### src/hdl/lsb_pkg.sv
// Shared types and constants for the lock semaphore bank.
// Payload structs, the decoded command struct and the address map.
// No dependencies.
package lsb_pkg;

   localparam int LockCount   = 16;
   localparam int RequestBase = 262144;
   localparam int ValueBase   = 126976;

   localparam int LockStride  = 'h400;
   localparam int ValStride   = 'h10;
   localparam int LockIdxW    = (LockCount > 1) ? $clog2(LockCount) : 1;
   localparam int CntW        = 6;
   localparam int ReqW        = 7;

   // address compares are made one bit wider than the bus so the upper bound cannot wrap
   localparam logic [20:0] ReqLo = 21'(RequestBase);
   localparam logic [20:0] ReqHi = 21'(RequestBase + LockCount * LockStride);
   localparam logic [20:0] ValLo = 21'(ValueBase);
   localparam logic [20:0] ValHi = 21'(ValueBase + LockCount * ValStride);

   typedef struct packed {
      logic        func;
      logic [19:0] address;
      logic [31:0] write_data;
   } req_type;

   typedef struct packed {
      logic [CntW-1:0] read_data;
      logic            mapped;
      logic            error;
   } rsp_type;

   typedef enum logic [5:0] {
      OP_NONE    = 6'b000001,
      OP_REQ_ERR = 6'b000010,
      OP_ACQ     = 6'b000100,
      OP_REL     = 6'b001000,
      OP_VRD     = 6'b010000,
      OP_VWR     = 6'b100000
   } op_type;

   typedef struct packed {
      op_type              op;
      logic [LockIdxW-1:0] idx;
      logic [ReqW-1:0]     val;   // signed request value, two's complement
      logic [CntW-1:0]     wval;
   } cmd_type;

endpackage

### src/hdl/lsb_ram.sv
// Generic single-port-write, single-port-read RAM with registered read.
// No dependencies.
module lsb_ram #(
   parameter int Width = 8,
   parameter int Depth = 16
) (
   input  logic                                     clock,
   input  logic                                     wr_en,
   input  logic [((Depth > 1) ? $clog2(Depth) : 1)-1:0] wr_addr,
   input  logic [Width-1:0]                         wr_data,
   input  logic                                     rd_en,
   input  logic [((Depth > 1) ? $clog2(Depth) : 1)-1:0] rd_addr,
   output logic [Width-1:0]                         rd_data
);

   logic [Width-1:0] mem_ff [Depth];
   logic [Width-1:0] rd_data_ff;

   always_ff @(posedge clock) begin
      if (wr_en) begin
         mem_ff[wr_addr] <= wr_data;
      end
      if (rd_en) begin
         rd_data_ff <= mem_ff[rd_addr];
      end
   end

   assign rd_data = rd_data_ff;

endmodule

### src/hdl/lsb_decode.sv
// Address decoder: turns one bus beat into a lock command.
// Depends on lsb_pkg.
module lsb_decode (
   input  lsb_pkg::req_type req,
   output lsb_pkg::cmd_type cmd
);

   logic [20:0] addr_ext;
   logic [20:0] req_rel;
   logic [20:0] val_rel;
   logic        in_req;
   logic        in_val;

   always_comb begin
      addr_ext = {1'b0, req.address};
      req_rel  = addr_ext - lsb_pkg::ReqLo;
      val_rel  = addr_ext - lsb_pkg::ValLo;
      in_req   = (addr_ext >= lsb_pkg::ReqLo) && (addr_ext < lsb_pkg::ReqHi);
      in_val   = (addr_ext >= lsb_pkg::ValLo) && (addr_ext < lsb_pkg::ValHi)
                 && (val_rel[3:2] == 2'b00);

      cmd.wval = req.write_data[lsb_pkg::CntW-1:0];
      // subtracting 0x40000 leaves bits 8:2 of the offset untouched
      cmd.val  = req_rel[8:2];
      cmd.idx  = val_rel[lsb_pkg::LockIdxW+3:4];
      cmd.op   = lsb_pkg::OP_NONE;

      if (in_req) begin
         cmd.idx = req_rel[lsb_pkg::LockIdxW+9:10];
         if (req.func) begin
            cmd.op = lsb_pkg::OP_REQ_ERR;
         end else if (req_rel[9]) begin
            cmd.op = lsb_pkg::OP_ACQ;
         end else begin
            cmd.op = lsb_pkg::OP_REL;
         end
      end else if (in_val) begin
         cmd.op = req.func ? lsb_pkg::OP_VWR : lsb_pkg::OP_VRD;
      end
   end

endmodule

### src/hdl/lock_semaphore_bank.sv
// Lock semaphore bank: counting-semaphore counters held in one RAM.
// The accepted beat and its RAM read are registered in stage s1, then the result beat is registered at the ports.
// Busy covers the RAM read-modify-write in stage s1; no new beat is accepted while it is high.
// Reset: synchronous; clears control and the per-lock valid bits, so all
// counters read as zero right after reset with no clearing pass.
// Depends on lsb_pkg, lsb_decode, lsb_ram.
module lock_semaphore_bank (
   input  logic             clock,
   input  logic             reset,
   input  logic             start,
   output logic             busy,
   input  lsb_pkg::req_type req_data,
   output logic             rsp_valid,
   output lsb_pkg::rsp_type rsp_data
);

   lsb_pkg::cmd_type              dec_cmd;
   lsb_pkg::cmd_type              s1_cmd_ff;
   logic                          s1_valid_ff;
   logic                          s1_valid_in;
   logic [lsb_pkg::LockCount-1:0] cnt_valid_ff;
   logic [lsb_pkg::LockCount-1:0] cnt_valid_in;
   logic [lsb_pkg::CntW-1:0]      ram_q;
   logic [lsb_pkg::CntW-1:0]      cnt;
   logic [lsb_pkg::CntW-1:0]      cnt_new;
   logic [lsb_pkg::ReqW-1:0]      mag;
   logic                          wr_en;
   logic                          accept;
   logic                          rsp_valid_ff;
   lsb_pkg::rsp_type              rsp_ff;
   lsb_pkg::rsp_type              rsp_in;

   lsb_decode u_decode (
      .req (req_data),
      .cmd (dec_cmd)
   );

   assign accept = start && !s1_valid_ff;

   lsb_ram #(
      .Width (lsb_pkg::CntW),
      .Depth (lsb_pkg::LockCount)
   ) u_cnt_ram (
      .clock   (clock),
      .wr_en   (wr_en),
      .wr_addr (s1_cmd_ff.idx),
      .wr_data (cnt_new),
      .rd_en   (accept),
      .rd_addr (dec_cmd.idx),
      .rd_data (ram_q)
   );

   always_comb begin
      cnt     = cnt_valid_ff[s1_cmd_ff.idx] ? ram_q : '0;
      mag     = -s1_cmd_ff.val;
      cnt_new = cnt;
      wr_en   = 1'b0;
      rsp_in  = '0;
      unique case (s1_cmd_ff.op)
         lsb_pkg::OP_NONE: begin
         end
         lsb_pkg::OP_REQ_ERR: begin
            rsp_in.mapped = 1'b1;
            rsp_in.error  = 1'b1;
         end
         lsb_pkg::OP_ACQ: begin
            rsp_in.mapped = 1'b1;
            if (!s1_cmd_ff.val[lsb_pkg::ReqW-1]) begin
               // exact match drains the counter to zero
               if (cnt == s1_cmd_ff.val[lsb_pkg::CntW-1:0]) begin
                  rsp_in.read_data = lsb_pkg::CntW'(1);
                  cnt_new          = '0;
                  wr_en            = 1'b1;
               end
            end else if ({1'b0, cnt} >= mag) begin
               rsp_in.read_data = lsb_pkg::CntW'(1);
               cnt_new          = cnt - mag[lsb_pkg::CntW-1:0];
               wr_en            = 1'b1;
            end
         end
         lsb_pkg::OP_REL: begin
            rsp_in.mapped    = 1'b1;
            rsp_in.read_data = lsb_pkg::CntW'(1);
            cnt_new          = cnt + s1_cmd_ff.val[lsb_pkg::CntW-1:0];
            wr_en            = 1'b1;
         end
         lsb_pkg::OP_VRD: begin
            rsp_in.mapped    = 1'b1;
            rsp_in.read_data = cnt;
         end
         lsb_pkg::OP_VWR: begin
            rsp_in.mapped = 1'b1;
            cnt_new       = s1_cmd_ff.wval;
            wr_en         = 1'b1;
         end
         default: begin
         end
      endcase
      wr_en = wr_en && s1_valid_ff;
   end

   always_comb begin
      s1_valid_in  = accept;
      cnt_valid_in = cnt_valid_ff;
      if (wr_en) begin
         cnt_valid_in[s1_cmd_ff.idx] = 1'b1;
      end
   end

   always_ff @(posedge clock) begin
      if (reset) begin
         s1_valid_ff  <= 1'b0;
         rsp_valid_ff <= 1'b0;
         cnt_valid_ff <= '0;
      end else begin
         s1_valid_ff  <= s1_valid_in;
         rsp_valid_ff <= s1_valid_ff;
         cnt_valid_ff <= cnt_valid_in;
      end
   end

   always_ff @(posedge clock) begin
      if (accept) begin
         s1_cmd_ff <= dec_cmd;
      end
      rsp_ff <= rsp_in;
   end

   assign busy      = s1_valid_ff;
   assign rsp_valid = rsp_valid_ff;
   assign rsp_data  = rsp_ff;

endmodule

### config.mk
export PLATFORM = sky130hd
export DESIGN_NAME = lock_semaphore_bank
export DESIGN_NICKNAME = d
export VERILOG_FILES = /design/src/hdl/lsb_pkg.sv /design/src/hdl/lsb_ram.sv /design/src/hdl/lsb_decode.sv /design/src/hdl/lock_semaphore_bank.sv
export SDC_FILE = /design/constraint.sdc
export NUM_CORES = 1
export LEC_CHECK = 0
export ABC_AREA = 1
export BUFFER_PORTS_ARGS = -buffer_cell sky130_fd_sc_hd__buf_2
export CAP_MARGIN = 40
export CELL_PAD_IN_SITES_DETAIL_PLACEMENT = 1
export CELL_PAD_IN_SITES_GLOBAL_PLACEMENT = 1
export CORE_ASPECT_RATIO = 0.9
export CORE_MARGIN = 4
export CORE_UTILIZATION = 40
export CTS_CLUSTER_DIAMETER = 150
export DETAILED_ROUTE_END_ITERATION = 7
export PLACE_DENSITY = 0.8
export SLEW_MARGIN = 25
export SYNTH_ARGS = -nofsm -noshare
export SYNTH_HDL_FRONTEND = slang
export SYNTH_SLANG_ARGS = --single-unit
export TNS_END_PERCENT = 30
### constraint.sdc
create_clock -name clock -period 7.5 [get_ports clock]
set_input_delay 1.125 -clock clock [delete_from_list [all_inputs] [get_ports clock]]
set_output_delay 1.125 -clock clock [all_outputs]
set_load 0.01 [all_outputs]
======== After elaboration in Yosys (flattened, before gate mapping) ========
Memory sizes are Yosys's and may differ from the RTL's. A register that Yosys moved wholly into a read port is not among the register bits.
Index checks and enable logic that the tools add are counted.
word-level totals
  bits in registers ....................... 49
  RAM bits ................................ 96
  input port bits ......................... 56
  memories ................................ 1
memory list
  name              words  bits a word  rd ports  clocked after memory_dff  wr ports  RTL line       source
  u_cnt_ram.mem_ff  16     6            1         1                         1         lsb_ram.sv:16  logic [Width-1:0] mem_ff [Depth];
cells by class
  add/sub/neg operators ................... 5
  order comparisons ....................... 7
  equality and inequality tests ........... 6
  multiplexer cells ....................... 27
  bitwise logic cells ..................... 1
  reduce and logical (&&, ||, !) cells .... 10
operators by type and width
  cell                     count
  $mux W6                  8
  $pmux W6 S3              2
  $ge A20 B17 Y1 const B   1
  $ge A20 B19 Y1 const B   1
  $lt A20 B17 Y1 const B   1
  $lt A20 B19 Y1 const B   1
  $or A16 B16 Y16          1
  $sub A14 B1 Y14 const B  1
  $mux W4                  3
  $mux W1                  11
  $sub A8 B1 Y8 const B    1
  $ge A6 B7 Y1             1
  $neg A7 Y7               1
  $add A6 B6 Y6            1
  $eq A6 B2 Y1 const B     1
  $eq A6 B3 Y1 const B     1
  $eq A6 B4 Y1 const B     1
  $eq A6 B5 Y1 const B     1
  $eq A6 B6 Y1             1
  $eq A6 B6 Y1 const B     1
  $logic_and A1 B1 Y1      6
  $sub A6 B6 Y6            1
  $lt A4 B5 Y1 const B     1
  $reduce_or A5 Y1         1
  7 further kinds          7

======== Depth between registers and ports, before layout ========
Gate-level depths: netlist of run 1.
  depth in word-level cells ............... 10
  mapped depth ............................ 24
  gate-level depth less buffers ........... 23

======== Cells and area by module ========
Synthesis of run 1 repeated with hierarchy kept, for this count alone.
unflattened totals
  cells, all modules ...................... 843
  area total of the unflattened synthesis .. 7,611.0 um^2
by module, submodules not included
  module               instances  cells an instance  area an instance (um^2)  seq. area each (um^2)
  lsb_ram              1          420                4,388.0                  3,062.9
  lock_semaphore_bank  1          358                2,899.0                  1,211.2
  lsb_decode           1          65                 324.1                    0.0

======== Least setup slack after synthesis of run 1 ========
Ideal clock, no wire load.
  path type ............................... reg2reg
  start point ............................. register s1_cmd_ff[13] (netlist bit)
  end point ............................... memory u_cnt_ram.mem_ff[0][0] (netlist bit) (data pin)
  arrival ................................. 3.078 ns
  path slack .............................. 4.092 ns
  stages on the path, launching flop included .. 23
  buffers on the path ..................... 2
  cells stage by stage .................... edfxtp_1 > buf_4 > nand2_1 > nand2_1 > nand2_1 > nand2_1 > nand2_1 > nand2_1 > inv_1 > nand2_2 > nand2_1 > inv_1 > ha_1 > a21oi_1 > o21ai_1 > nand2_1 > a21oi_1 > nand3_1 > nand2_1 > inv_1 > nand3_2 > buf_4 > o21ai_0
on the way
  cells in the longest elaborated chain, start to end .. 7
  elaborated cells on any way between the ends .. 11
  those cells by class .................... 2 x add/sub; 1 x order compare; 1 x eq/ne; 7 x mux
RTL lines
  what                                         RTL line                                              source
  start: declaration                           lock_semaphore_bank.sv:18                             lsb_pkg::cmd_type s1_cmd_ff;
  start signal: assignment                     lock_semaphore_bank.sv:124                            s1_cmd_ff <= dec_cmd;
  $bmux W1 S4 *                                lock_semaphore_bank.sv:54                             cnt = cnt_valid_ff[s1_cmd_ff.idx] ? ram_q : '0;
  $mux W1 (implied by the code) *              lock_semaphore_bank.sv:54
  $mux W6 *                                    lock_semaphore_bank.sv:54
  $sub A6 B6 Y6, or another cell as far along  lock_semaphore_bank.sv:77                             cnt_new = cnt - mag[lsb_pkg::CntW-1:0];
  $mux W6 (on tied branches)                   lock_semaphore_bank.sv:75, lock_semaphore_bank.sv:70
  $mux W6                                      lock_semaphore_bank.sv:68                             if (!s1_cmd_ff.val[lsb_pkg::ReqW-1]) begin
  $pmux W6 S3 *                                lock_semaphore_bank.sv:59                             unique case (s1_cmd_ff.op)
  via cnt_new, one bit                         lock_semaphore_bank.sv:25                             logic [lsb_pkg::CntW-1:0] cnt_new;
  end: declaration                             lsb_ram.sv:16
Mark *: on every way through the listed nets, which the timed path passes. The rest lies on a longest branch. The select of a mux whose other input is x is not followed.

======== Worst setup path in the final report of run 1 ========
  start point ............................. register s1_cmd_ff[13] (netlist bit)
  end point ............................... memory u_cnt_ram.mem_ff[10][5] (netlist bit) (data pin)
Same word-level chain as after synthesis.

==> flow_metrics.tcl, run 1 <==
set metrics [dict create \
    outcome "finished, final reports clean" \
    synth_compound_area_share_pct 11.8 \
    hold_ws_ps 453 \
    hold_viol 0 \
    fin_util_pct 46.6 \
    ys_seq_elements 151 \
    die_h_microns 133 \
    clock.fmax_mhz 210 \
    hpwlAfterDp_microns 12400 \
    setup_tns_ps 0 \
    finalSetupViolCount 0 \
    holdPathStages 2 \
    clkSlewWorstSetupHoldPaths_ps 60 \
    async_flop_share_pct 0 \
    dpl_worst_slack_ps 2630 \
    post-cts-setup-buffers 0 \
    fin_nets 778 \
    internal-power_uw 1380 \
    worstSetupStartpointType "register" \
    synth_fa_ha_area_share_pct 2.72 \
    port_buffers 37 \
    grt_pass1_vias 5441 \
    ios 66 \
    rrSetupSlack_ps 2730 \
    post-route-min-period_ps 4770 \
    critPathRequiredTime_ps 7680 \
    worstPathCellList "inv_2, nand2_1, nand2_1, nand2_1, nand2_1, nand2_1, nand2_1, inv_1, nand2_2, nand2_1, inv_1, ha_1, nand2_1, o21ai_1, nand2_1, a21oi_1, nand3_1, nand2_1, inv_1, nand3_2, nand2_2, nand2_1, nand4_1, buf_6" \
    final_layout_size_suffix_gt1_share_pct 13.6 \
    min_to "cnt_valid_ff[8]" \
    grt_use_total_pct 19.6 \
    ir_drop_mv 0.154 \
    netSwitchingPower_uw 454 \
    synth_top_family_by_area "simple AND/OR/NAND/NOR gates" \
    hold_class "reg2reg" \
    max_stage_delay_ps 650 \
    synthCells 670 \
    clockBufferDepth 2 \
    initialDrtViolationCount 348 \
    tightest_slew_ps 892 \
    grt_overflow 0 \
    slew_viol_final 0 \
    fp.coreArea_sq_um 17000 \
    h-tree-depth 4 \
    setup_ws_ps 2730 \
    rr_startpoint "s1_cmd_ff[13]" \
    synth-edff-count 125 \
    cp_max_fo 20 \
    power.leakage_uw 0.00325 \
    grt_pass1_wl_microns 29800 \
    power_frac_seq_pct 50.4 \
    holdBufCountCts 0 \
    worst_r2r_endpoint "u_cnt_ram.mem_ff[10][5]" \
    cap_violations 0 \
    vias 5099 \
    yosys.area_share.xor_xnor_pct 0.626 \
    initial_utilization_pct 41.1 \
    wirelength_microns 18700 \
    fin_total_pwr_uw 1830 \
    wl_per_cell_microns 19.5 \
    vias_per_cell 5.33 \
    clock_sinks 151 \
    diodes 0 \
    rsz0062_at_grt "no" \
    crit_top_cell "nand2_1" \
    drcViolationCount 0 \
    clock_latency_ps 440 \
    min_from "cnt_valid_ff[8]" \
    worstPathArrival_ps 4950 \
    synth_mux_area_share_pct 0 \
    die_w_microns 147 \
    seq_area_frac_synth_pct 61.1 \
    numCtsBuffers 17 \
    synth_area_sq_um 6990 \
    syn_nets 740 \
    reg2regPathDepth 24 \
    die_area_sq_um 19700 \
    crit_slowest_cell "edfxtp_1" \
    yosys_warnings 0 \
    max_slew_margin_pct 40.5 \
    power_per_cell_area_nw_per_um2 231 \
    row_count 45 \
    post_cts_resized 0 \
    synth.distinct_cells 47 \
    critPathKind "reg2reg" \
    p_sw_share_pct 24.8 \
    period_share_pct 63.6 \
    cts_tree "done" \
    syn_avg_cell_area_sq_um 10.4 \
    antenna_found_initial 0 \
    worst_setup_path_end_kind "register" \
    power.share.clock_pct 43.5 \
    gp_congestion 0.880 \
    synth_ff_type "edfxtp_1" \
    synth_simple_gate_area_share_pct 16.0 \
    root_buffer "clkbuf_16" \
    fillers 1924 \
    power_frac_comb_pct 6.2 \
    finalClockSkew_ps 11.3 \
    first_pass_iters 5 \
    route.antenna.remaining_nets 0 \
    grt_max_degree 50 \
    syn_to_final_growth_pct 13.4 \
]
[kinds of logic after synthesis]
group	after synthesis
AND/OR/NAND/NOR	238
flip-flops	151
AO/OA/AOI/OAI	137
buffers and inverters	125
adder cells (fa/ha/maj)	14
XOR/XNOR	5
[layout by cell type, fill, tap and decap left out, types with 20 or more instances in the layout]
| cell | netlist | layout |
|---|---|---|
| a21oi_1 | 22 | 22 |
| nor2_1 | 74 | 73 |
| nand2_1 | 83 | 83 |
| edfxtp_1 | 125 | 125 |
| o21ai_0 | 38 | 38 |
| o211ai_1 | 24 | 24 |
| buf_2 | 8 | 37 |
| dfxtp_1 | 26 | 26 |
| o21ai_1 | 27 | 27 |
| inv_1 | 96 | 96 |
| nand4_1 | 20 | 20 |
| nand3_1 | 26 | 26 |
[cell usage after synthesis, types with 2 or more instances]
| cell type | number | share of area [%] |
|---|---|---|
| o21bai_1 | 16 | 1.7 |
| nand2_2 | 5 | 0.45 |
| clkbuf_1 | 4 | 0.21 |
| a21oi_1 | 22 | 1.6 |
| inv_2 | 3 | 0.16 |
| ha_1 | 12 | 2.1 |
| o21ai_0 | 38 | 2.7 |
| nand3_2 | 2 | 0.29 |
| xnor2_1 | 2 | 0.25 |
| o211ai_1 | 24 | 2.6 |
| buf_1 | 2 | 0.11 |
| nor3_1 | 8 | 0.57 |
| edfxtp_1 | 125 | 54 |
| o21ai_1 | 27 | 1.9 |
| inv_1 | 96 | 5.2 |
| or2_2 | 3 | 0.27 |
| fa_1 | 2 | 0.57 |
| or2_1 | 2 | 0.18 |
| buf_6 | 5 | 0.81 |
| or2_0 | 4 | 0.36 |
| nand2_1 | 83 | 4.5 |
| xor2_1 | 3 | 0.38 |
| nand3b_1 | 2 | 0.21 |
| buf_4 | 6 | 0.64 |
| o31ai_1 | 2 | 0.21 |
| nor2_1 | 74 | 4.0 |
| nor3b_1 | 2 | 0.21 |
| nand3_1 | 26 | 1.9 |
| dfxtp_1 | 26 | 7.4 |
| nand4_1 | 20 | 1.8 |
| buf_2 | 8 | 0.57 |
[worst max path at each step]
stage	slack [ps]	depth (start not counted)	endpoint	startpoint
floorplan	4090	22	u_cnt_ram.mem_ff[0][0]	s1_cmd_ff[13]
global placement	2900	23	u_cnt_ram.mem_ff[13][5]	s1_cmd_ff[13]
detailed placement	2630	23	u_cnt_ram.mem_ff[13][5]	s1_cmd_ff[13]
CTS	2540	23	u_cnt_ram.mem_ff[10][5]	s1_cmd_ff[13]
global route	2300	24	u_cnt_ram.mem_ff[10][5]	s1_cmd_ff[13]
finish	2730	24	u_cnt_ram.mem_ff[10][5]	s1_cmd_ff[13]
[layer usage]
metal | wire (microns) | GRT usage [%] | part of all wire, % | vias to the layer above
met5 | 0 | 0 | 0 | -
met4 | 339 | 7.30 | 1.8 | 0
met3 | 888 | 4.52 | 4.8 | 23
met2 | 9470 | 33.5 | 51 | 131
met1 | 7950 | 24.4 | 43 | 2557
li1 | - | - | - | 2388
[critical path: cells and delay by family, from the launching register on]
| family | cells | cell delay (ps) |
|---|---|---|
| AOI/OAI and AO/OA | 2 | 430 |
| adders and majority gates | 1 | 320 |
| buffers and inverters | 5 | 880 |
| DFF | 1 | 650 |
| and+or+nand+nor | 16 | 2200 |
[registers in the layout (all words and copies together), names as in the netlist]
name / cells
rsp_data: 8
s1_cmd_ff: 23
rsp_valid: 1
u_cnt_ram.mem_ff: 96
cnt_valid_ff: 16
u_cnt_ram.rd_data: 6
busy: 1
[area by class of cell]
type	instances	area, sq um	share of cell area, %
sequential	151	4270	53.9
timing repair buffer	45	269	3.39
multi-input combinational	394	2180	27.5
tap	235	294	3.71
clock buffer	17	425	5.36
clock inverter	15	116	1.47
inverter	99	372	4.69
[metrics by stage]
stage | cells | instance area (sq um)
6_report | 956 | 7930
5_1_grt | 956 | 7930
4_1_cts | 954 | 7890
3_5_place_dp | 922 | 7350
3_3_place_gp | 922 | 7350
2_1_floorplan | 670 | 6990
[power groups by stage]
| stage | Clock, uW | Sequential (uW) | Combinational (uW) |
|---|---|---|---|
| after floorplan | 0 | 935 | 75.8 |
| after global placement | 0 | 939 | 99.4 |
| after detailed placement | 0 | 940 | 108 |
| after CTS | 809 | 922 | 110 |
| after global routing | 845 | 923 | 125 |
| final | 796 | 922 | 113 |
Note: power is estimated with default switching activity, not from simulation.
==> run 2: changes to the inputs <==
--- a/config.mk
+++ b/config.mk
@@ -5,7 +5,7 @@
 export SDC_FILE = /design/constraint.sdc
 export NUM_CORES = 1
 export LEC_CHECK = 0
-export ABC_AREA = 1
+export ABC_AREA = 0
 export BUFFER_PORTS_ARGS = -buffer_cell sky130_fd_sc_hd__buf_2
 export CAP_MARGIN = 40
 export CELL_PAD_IN_SITES_DETAIL_PLACEMENT = 1
==> constraint.sdc (replaced) <==
create_clock -name clock -period 4.2 [get_ports clock]
set_input_delay 0.63 -clock clock [delete_from_list [all_inputs] [get_ports clock]]
set_output_delay 0.63 -clock clock [all_outputs]
set_load 0.01 [all_outputs]
==> run 2 against run 1 <==
Clock skew rose by 5.8 ps. Sequential share of layout area fell by 2.7 points. Maximum frequency rose by 19%. Largest cell class unchanged. Die area barely moved. Via count fell by 5.6%. Non-clock buffer count rose by 38. Clock power rose by 93%. Register-to-register slack got worse by 2500 ps. Cell area rose by 5.3%. Combinational power rose to 2.5 times the previous value. Critical endpoint is now u_cnt_ram.mem_ff[11][2]. Wire length fell by 1.5%.
==> flow_metrics.tcl, run 2 <==
set metrics [dict create \
    outcome "finished, final reports clean" \
    clockBufferDepth 2 \
    wirelength_microns 18400 \
    power.leakage_uw 0.00301 \
    ios 66 \
    hold_class "in2reg" \
    cap_violations 0 \
    root_buffer "clkbuf_16" \
    ys_seq_elements 151 \
    grt_use_total_pct 19.3 \
    synth_ff_type "edfxtp_1" \
    seq_area_frac_synth_pct 61.2 \
    final_layout_size_suffix_gt1_share_pct 27.1 \
    initial_utilization_pct 41.1 \
    setup_ws_ps 185 \
    synth.area.top_cells "edfxtp_1 54%, dfxtp_1 7.5%, mux4_2 4.2%" \
    row_count 45 \
    critPathRequiredTime_ps 4310 \
    clock_sinks 151 \
    worstSetupStartpointType "register" \
    fp.coreArea_sq_um 17000 \
    dpl_worst_slack_ps -147 \
    clock.fmax_mhz 249 \
    max_slew_margin_pct 45.7 \
    grt_pass1_wl_microns 28700 \
    power_frac_comb_pct 8.1 \
    fin_area_sq_um 8350 \
    tightest_slew_ps 813 \
    diodes 0 \
    yosys_warnings 0 \
    async_flop_share_pct 0 \
    clock_latency_ps 450 \
    grt_max_degree 31 \
    ir_drop_mv 0.303 \
    die_w_microns 147 \
    clkSlewWorstSetupHoldPaths_ps 60 \
    rrSetupSlack_ps 190 \
    worst_setup_path_end_kind "register" \
    mostFrequentLayoutCell "edfxtp_1" \
    critPathKind "reg2reg" \
    power.share.clock_pct 44.2 \
    p_sw_share_pct 24.2 \
    power_per_cell_area_nw_per_um2 417 \
    largestRegisters "u_cnt_ram.mem_ff (96), s1_cmd_ff (23), cnt_valid_ff (16)" \
    synthCells 528 \
    final_cell_mix "125 x edfxtp_1, 42 x buf_4, 39 x buf_2, 36 x nand3_1, 32 x inv_1" \
    initialDrtViolationCount 338 \
    finalClockSkew_ps 17.0 \
    first_pass_iters 5 \
    drcViolationCount 0 \
    vias_per_cell 5.63 \
    syn_avg_cell_area_sq_um 13.2 \
    slew_viol_final 0 \
    cts_tree "done" \
    netSwitchingPower_uw 845 \
    numCtsBuffers 17 \
    route.antenna.remaining_nets 0 \
    syn_nets 598 \
    wl_per_cell_microns 21.5 \
    vias 4815 \
    worstPathArrival_ps 4120 \
    hpwlAfterDp_microns 12800 \
    synth_area_sq_um 6990 \
    top_register "u_cnt_ram.mem_ff" \
    grt_pass1_vias 5102 \
    largest_reg_flops 96 \
    fin_nets 679 \
    power_frac_seq_pct 47.7 \
    gp_congestion 0.867 \
    period_share_pct 95.6 \
    holdBufCountCts 0 \
    die_h_microns 133 \
    fillers 1751 \
    synth-edff-count 125 \
    grt_overflow 0 \
    dpl_cell_area_sq_um 7690 \
    post-route-min-period_ps 4010 \
    hold_viol 0 \
    synth_top_cell_by_area "edfxtp_1" \
    synth_common_cells "125 x edfxtp_1, 36 x nand3_1, 32 x inv_1" \
    cp_max_fo 12 \
    synth_top_area_share_pct 53.7 \
    syn_to_final_growth_pct 19.6 \
    port_buffers 37 \
    h-tree-depth 4 \
    synth.distinct_cells 62 \
    finalSetupViolCount 0 \
    antenna_found_initial 0 \
    yosysMostFrequentCell "edfxtp_1" \
    internal-power_uw 2640 \
    die_area_sq_um 19600 \
]
-- run 2: cell count changes in the layout (fill, tap and decap cells not counted), moves of 15 or more --
cell,previous run,this run
buf_4,6,42
inv_1,96,32
mux2_2,0,18
o21ai_0,38,23
o211ai_1,24,2
nand2_1,83,24
nor2_1,73,19
o21ai_1,27,1
o21bai_1,16,0
nand4_1,20,1
-- run 2: path summary, 6_finish.rpt --
check	start	to	cells after the start
hold reg to reg	cnt_valid_ff[4]	cnt_valid_ff[4]	2
setup / recovery	s1_cmd_ff[14]	u_cnt_ram.mem_ff[11][2]	12
hold / removal	req_data[2]	s1_cmd_ff[2]	1
setup reg to reg	s1_cmd_ff[14]	u_cnt_ram.mem_ff[11][2]	12
-- run 2: through the flow --
| stage | util, % | total power, uW | setup TNS [ps] | std cells | hold WS, ps |
|---|---|---|---|---|---|
| 2_1_floorplan | - | 1850 | 0 | 528 | 429 |
| 3_3_place_gp | 45.2 | 1950 | -571 | 821 | 441 |
| 3_5_place_dp | 45.2 | 1960 | -11860 | 821 | 448 |
| 4_1_cts | 48.8 | 3500 | 0 | 854 | 352 |
| 5_1_grt | 49.1 | 3610 | -376 | 856 | 348 |
| 6_report | 49.1 | 3490 | 0 | 856 | 359 |
-- run 2: what timing repair did --
item / 4_1_cts / 5_1_grt
resized for setup: 3 / 9
buffers inserted: 2 / 0
pin swaps: 0 / 1
setup endpoints to repair: 156 / 208
-- run 2: worst max-delay path, cell delays in order (launching register included) --
cell      delay [ps]
edfxtp_1         400
buf_4            190
mux2i_1          130
mux4_2           530
nor2_1           110
a21o_2           180
and2_1           230
ha_1             320
nor4b_2          390
nand2_2          170
nor4b_4          320
or3_4            280
and4_1           410
-- run 2: final cells by class --
type / instances / area (sq um) / share of cell area [%]
Tap cell: 235 / 294 / 3.52
Clock buffer: 17 / 425 / 5.09
Clock inverter: 14 / 160 / 1.92
Sequential cell: 151 / 4270 / 51.2
Inverter: 33 / 124 / 1.48
Timing Repair Buffer: 83 / 542 / 6.49
Multi-Input combinational cell: 323 / 2530 / 30.3
-- run 2: routing by layer --
layer | global-route usage [%] | up-vias | routed length [microns] | part of all wire, %
met2 | 33.1 | 131 | 9370 | 51
met3 | 5.03 | 23 | 1010 | 5.5
met5 | 0 | - | 0 | 0
li1 | - | 2212 | - | -
met4 | 5.64 | 0 | 274 | 1.5
met1 | 24.1 | 2449 | 7720 | 42
-- run 2: power by group through the flow --
stage / logic (uW) / clock network [uW] / registers, uW
CTS: 277 / 1560 / 1660
floorplan: 170 / 0 / 1680
finish: 283 / 1540 / 1660
global route: 306 / 1640 / 1660
detailed placement: 268 / 0 / 1690
global placement: 254 / 0 / 1690
-- run 2: cells by family after synthesis --
group                    count (synthesis)  synth area share, %
AND/OR/NAND/NOR                        156                 12.8
multiplexers                            37                 8.13
flip-flops                             151                 61.2
buffers and inverters                   54                 3.30
adder cells (fa/ha/maj)                 14                 2.72
XOR/XNOR                                12                 1.50
AO/OA/AOI/OAI                          104                 10.3
==> run 3: changes to the inputs <==
--- a/config.mk
+++ b/config.mk
@@ -11,7 +11,7 @@
 export CELL_PAD_IN_SITES_DETAIL_PLACEMENT = 1
 export CELL_PAD_IN_SITES_GLOBAL_PLACEMENT = 1
 export CORE_ASPECT_RATIO = 0.9
-export CORE_MARGIN = 4
+export CORE_MARGIN = 1.5
 export CORE_UTILIZATION = 40
 export CTS_CLUSTER_DIAMETER = 150
 export DETAILED_ROUTE_END_ITERATION = 7
==> run 3 against run 2 <==
Count of clock-buffer cells in the layout stayed put. Via count up 2.8%. Sequential share of layout area decreased by 1.1 points. Flip-flop and latch count stayed put. Setup slack got worse by 110 ps. Maximum frequency is 2.6% lower. Largest cell class unchanged.
==> flow_metrics.tcl, run 3 (same netlist as run 2, synthesis figures left out) <==
set metrics [dict create \
    crit_slowest_cell "mux4_2" \
    grt_pass1_wl_microns 28800 \
    fillers 1760 \
    port_buffers 37 \
    clock.fmax_mhz 243 \
    grt_overflow 0 \
    clock_sinks 151 \
    dpl_cell_area_sq_um 7760 \
    first_pass_iters 5 \
    row_count 45 \
    finalSetupViolCount 0 \
    initial_utilization_pct 41.1 \
    clock_latency_ps 430 \
    final_layout_size_suffix_gt1_share_pct 29.4 \
    worst_setup_path_end_kind "register" \
    outcome "finished, final reports clean" \
    vias 4950 \
    grt_use_total_pct 21.5 \
    hold_class "in2reg" \
    mostFrequentLayoutCell "edfxtp_1" \
    post-route-min-period_ps 4120 \
    ir_drop_mv 0.284 \
    power.leakage_uw 0.00309 \
    gp_congestion 0.888 \
    fin_total_pwr_uw 3500 \
    power_per_cell_area_nw_per_um2 411 \
    clkSlewWorstSetupHoldPaths_ps 60 \
    largestRegisters "u_cnt_ram.mem_ff (96), s1_cmd_ff (23), cnt_valid_ff (16)" \
    seqCellArea_sq_um 4270 \
    ios 66 \
    fin_area_sq_um 8530 \
    clockBufferDepth 2 \
    drcViolationCount 0 \
    grt_pass1_vias 5126 \
    wl_per_cell_microns 22.4 \
    multi_input_area_sq_um 2590 \
    fin_nets 690 \
    holdBufCountCts 0 \
    max_slew_margin_pct 49.0 \
    root_buffer "clkbuf_16" \
    cap_violations 0 \
    final_cell_mix "125 x edfxtp_1, 46 x buf_4, 39 x buf_2, 36 x nand3_1, 31 x inv_1" \
    initialDrtViolationCount 411 \
    max_stage_delay_ps 530 \
    cts_tree "done" \
    finalClockSkew_ps 7.78 \
    critPathRequiredTime_ps 4340 \
    crit_top_cell "buf_4" \
    worstPathArrival_ps 4260 \
    fp.coreArea_sq_um 17000 \
    cp_max_fo 12 \
    critPathKind "reg2reg" \
    worstSetupStartpointType "register" \
    h-tree-depth 4 \
    slew_viol_final 0 \
    antenna_found_initial 0 \
    period_share_pct 98.2 \
    syn_to_final_growth_pct 22.2 \
    die_area_sq_um 18300 \
    diodes 0 \
    top_register "u_cnt_ram.mem_ff" \
    wirelength_microns 19400 \
    largest_reg_flops 96 \
    dp_cells 827 \
    route.antenna.remaining_nets 0 \
    setup_tns_ps 0 \
    hold_viol 0 \
    hpwlAfterDp_microns 12700 \
    grt_max_degree 31 \
    vias_per_cell 5.70 \
    worstPathCellList "buf_12, mux2i_1, mux4_2, nor2_4, a21o_2, and2_1, ha_1, nor4b_1, nand2_1, nor4_2, buf_4, nor3_2, buf_4, nor3_1, buf_4" \
    fin_cells 868 \
    tightest_slew_ps 763 \
    crit_buf_inv 4 \
    path_delay_family "simple AND/OR/NAND/NOR gates" \
    numCtsBuffers 17 \
    die_h_microns 128 \
    die_w_microns 142 \
]
-- run 3: cell types whose count changed in the layout (fill, tap and decap cells not counted), moves of 2 or more --
cell	previous run	this run
nor3_1	10	8
buf_12	1	4
buf_4	42	46
nor3_2	0	3
clkbuf_4	0	2
inv_6	7	3
-- run 3: per-layer routing --
metal / up-vias / wire [microns] / share of wire (%) / GRT usage, %
met4: 0 / 313 / 1.6 / 7.64
li1: 2234 / - / - / -
met1: 2534 / 8450 / 43 / 27.5
met2: 149 / 9720 / 50 / 36.4
met3: 33 / 951 / 4.9 / 4.76
met5: - / 0 / 0 / 0
-- run 3: path summary, 6_finish.rpt --
path / from / endpoint / slack (ps) / cells past startpoint
worst max register to register: s1_cmd_ff[14] / u_cnt_ram.mem_ff[12][2] / 80 / 15
worst min register to register: cnt_valid_ff[14] / cnt_valid_ff[14] / 460 / 2
worst max-delay path: s1_cmd_ff[14] / u_cnt_ram.mem_ff[12][2] / 80 / 15
worst min-delay path: req_data[3] / s1_cmd_ff[3] / 370 / 1
-- run 3: power breakdown --
part / internal (uW) / switching [uW] / leakage (uW)
clock: 888 / 646 / 0.000286
sequential: 1640 / 22.1 / 0.00138
combinational: 126 / 180 / 0.00143
-- run 3: layout make-up --
cell class / count / share of cell area [%]
sequential: 151 / 50.1
multi-input combinational: 324 / 30.3
timing repair buffer: 93 / 7.71
clock buffer: 17 / 4.99
tap: 235 / 3.45
clock inverter: 15 / 1.99
inverter: 33 / 1.45
-- run 3: worst reg2reg max path: stages, from the launching register on --
cell	delay, ps
edfxtp_1	440
buf_12	180
mux2i_1	130
mux4_2	530
nor2_4	140
a21o_2	170
and2_1	230
ha_1	280
nor4b_1	350
nand2_1	240
nor4_2	260
buf_4	170
nor3_2	50
buf_4	200
nor3_1	230
buf_4	210
-- run 3: repair_timing --
action | 4_1_cts | 5_1_grt
pin swaps | 0 | 5
endpoints found under the setup margin | 114 | 204
gates resized for setup | 3 | 20
gates cloned | 0 | 2
endpoints found under the hold margin | 0 | 0
buffers inserted | 0 | 5
-- run 3: stage by stage --
step | setup slack [ps] | utilization [%] | hold WS, ps
3_3_place_gp | 6.29 | 45.6 | 441
4_1_cts | 35.3 | 49.2 | 353
3_5_place_dp | -93.8 | 45.6 | 455
6_report | 76.8 | 50.2 | 373
2_1_floorplan | 39.0 | - | 429
5_1_grt | -156 | 50.2 | 358
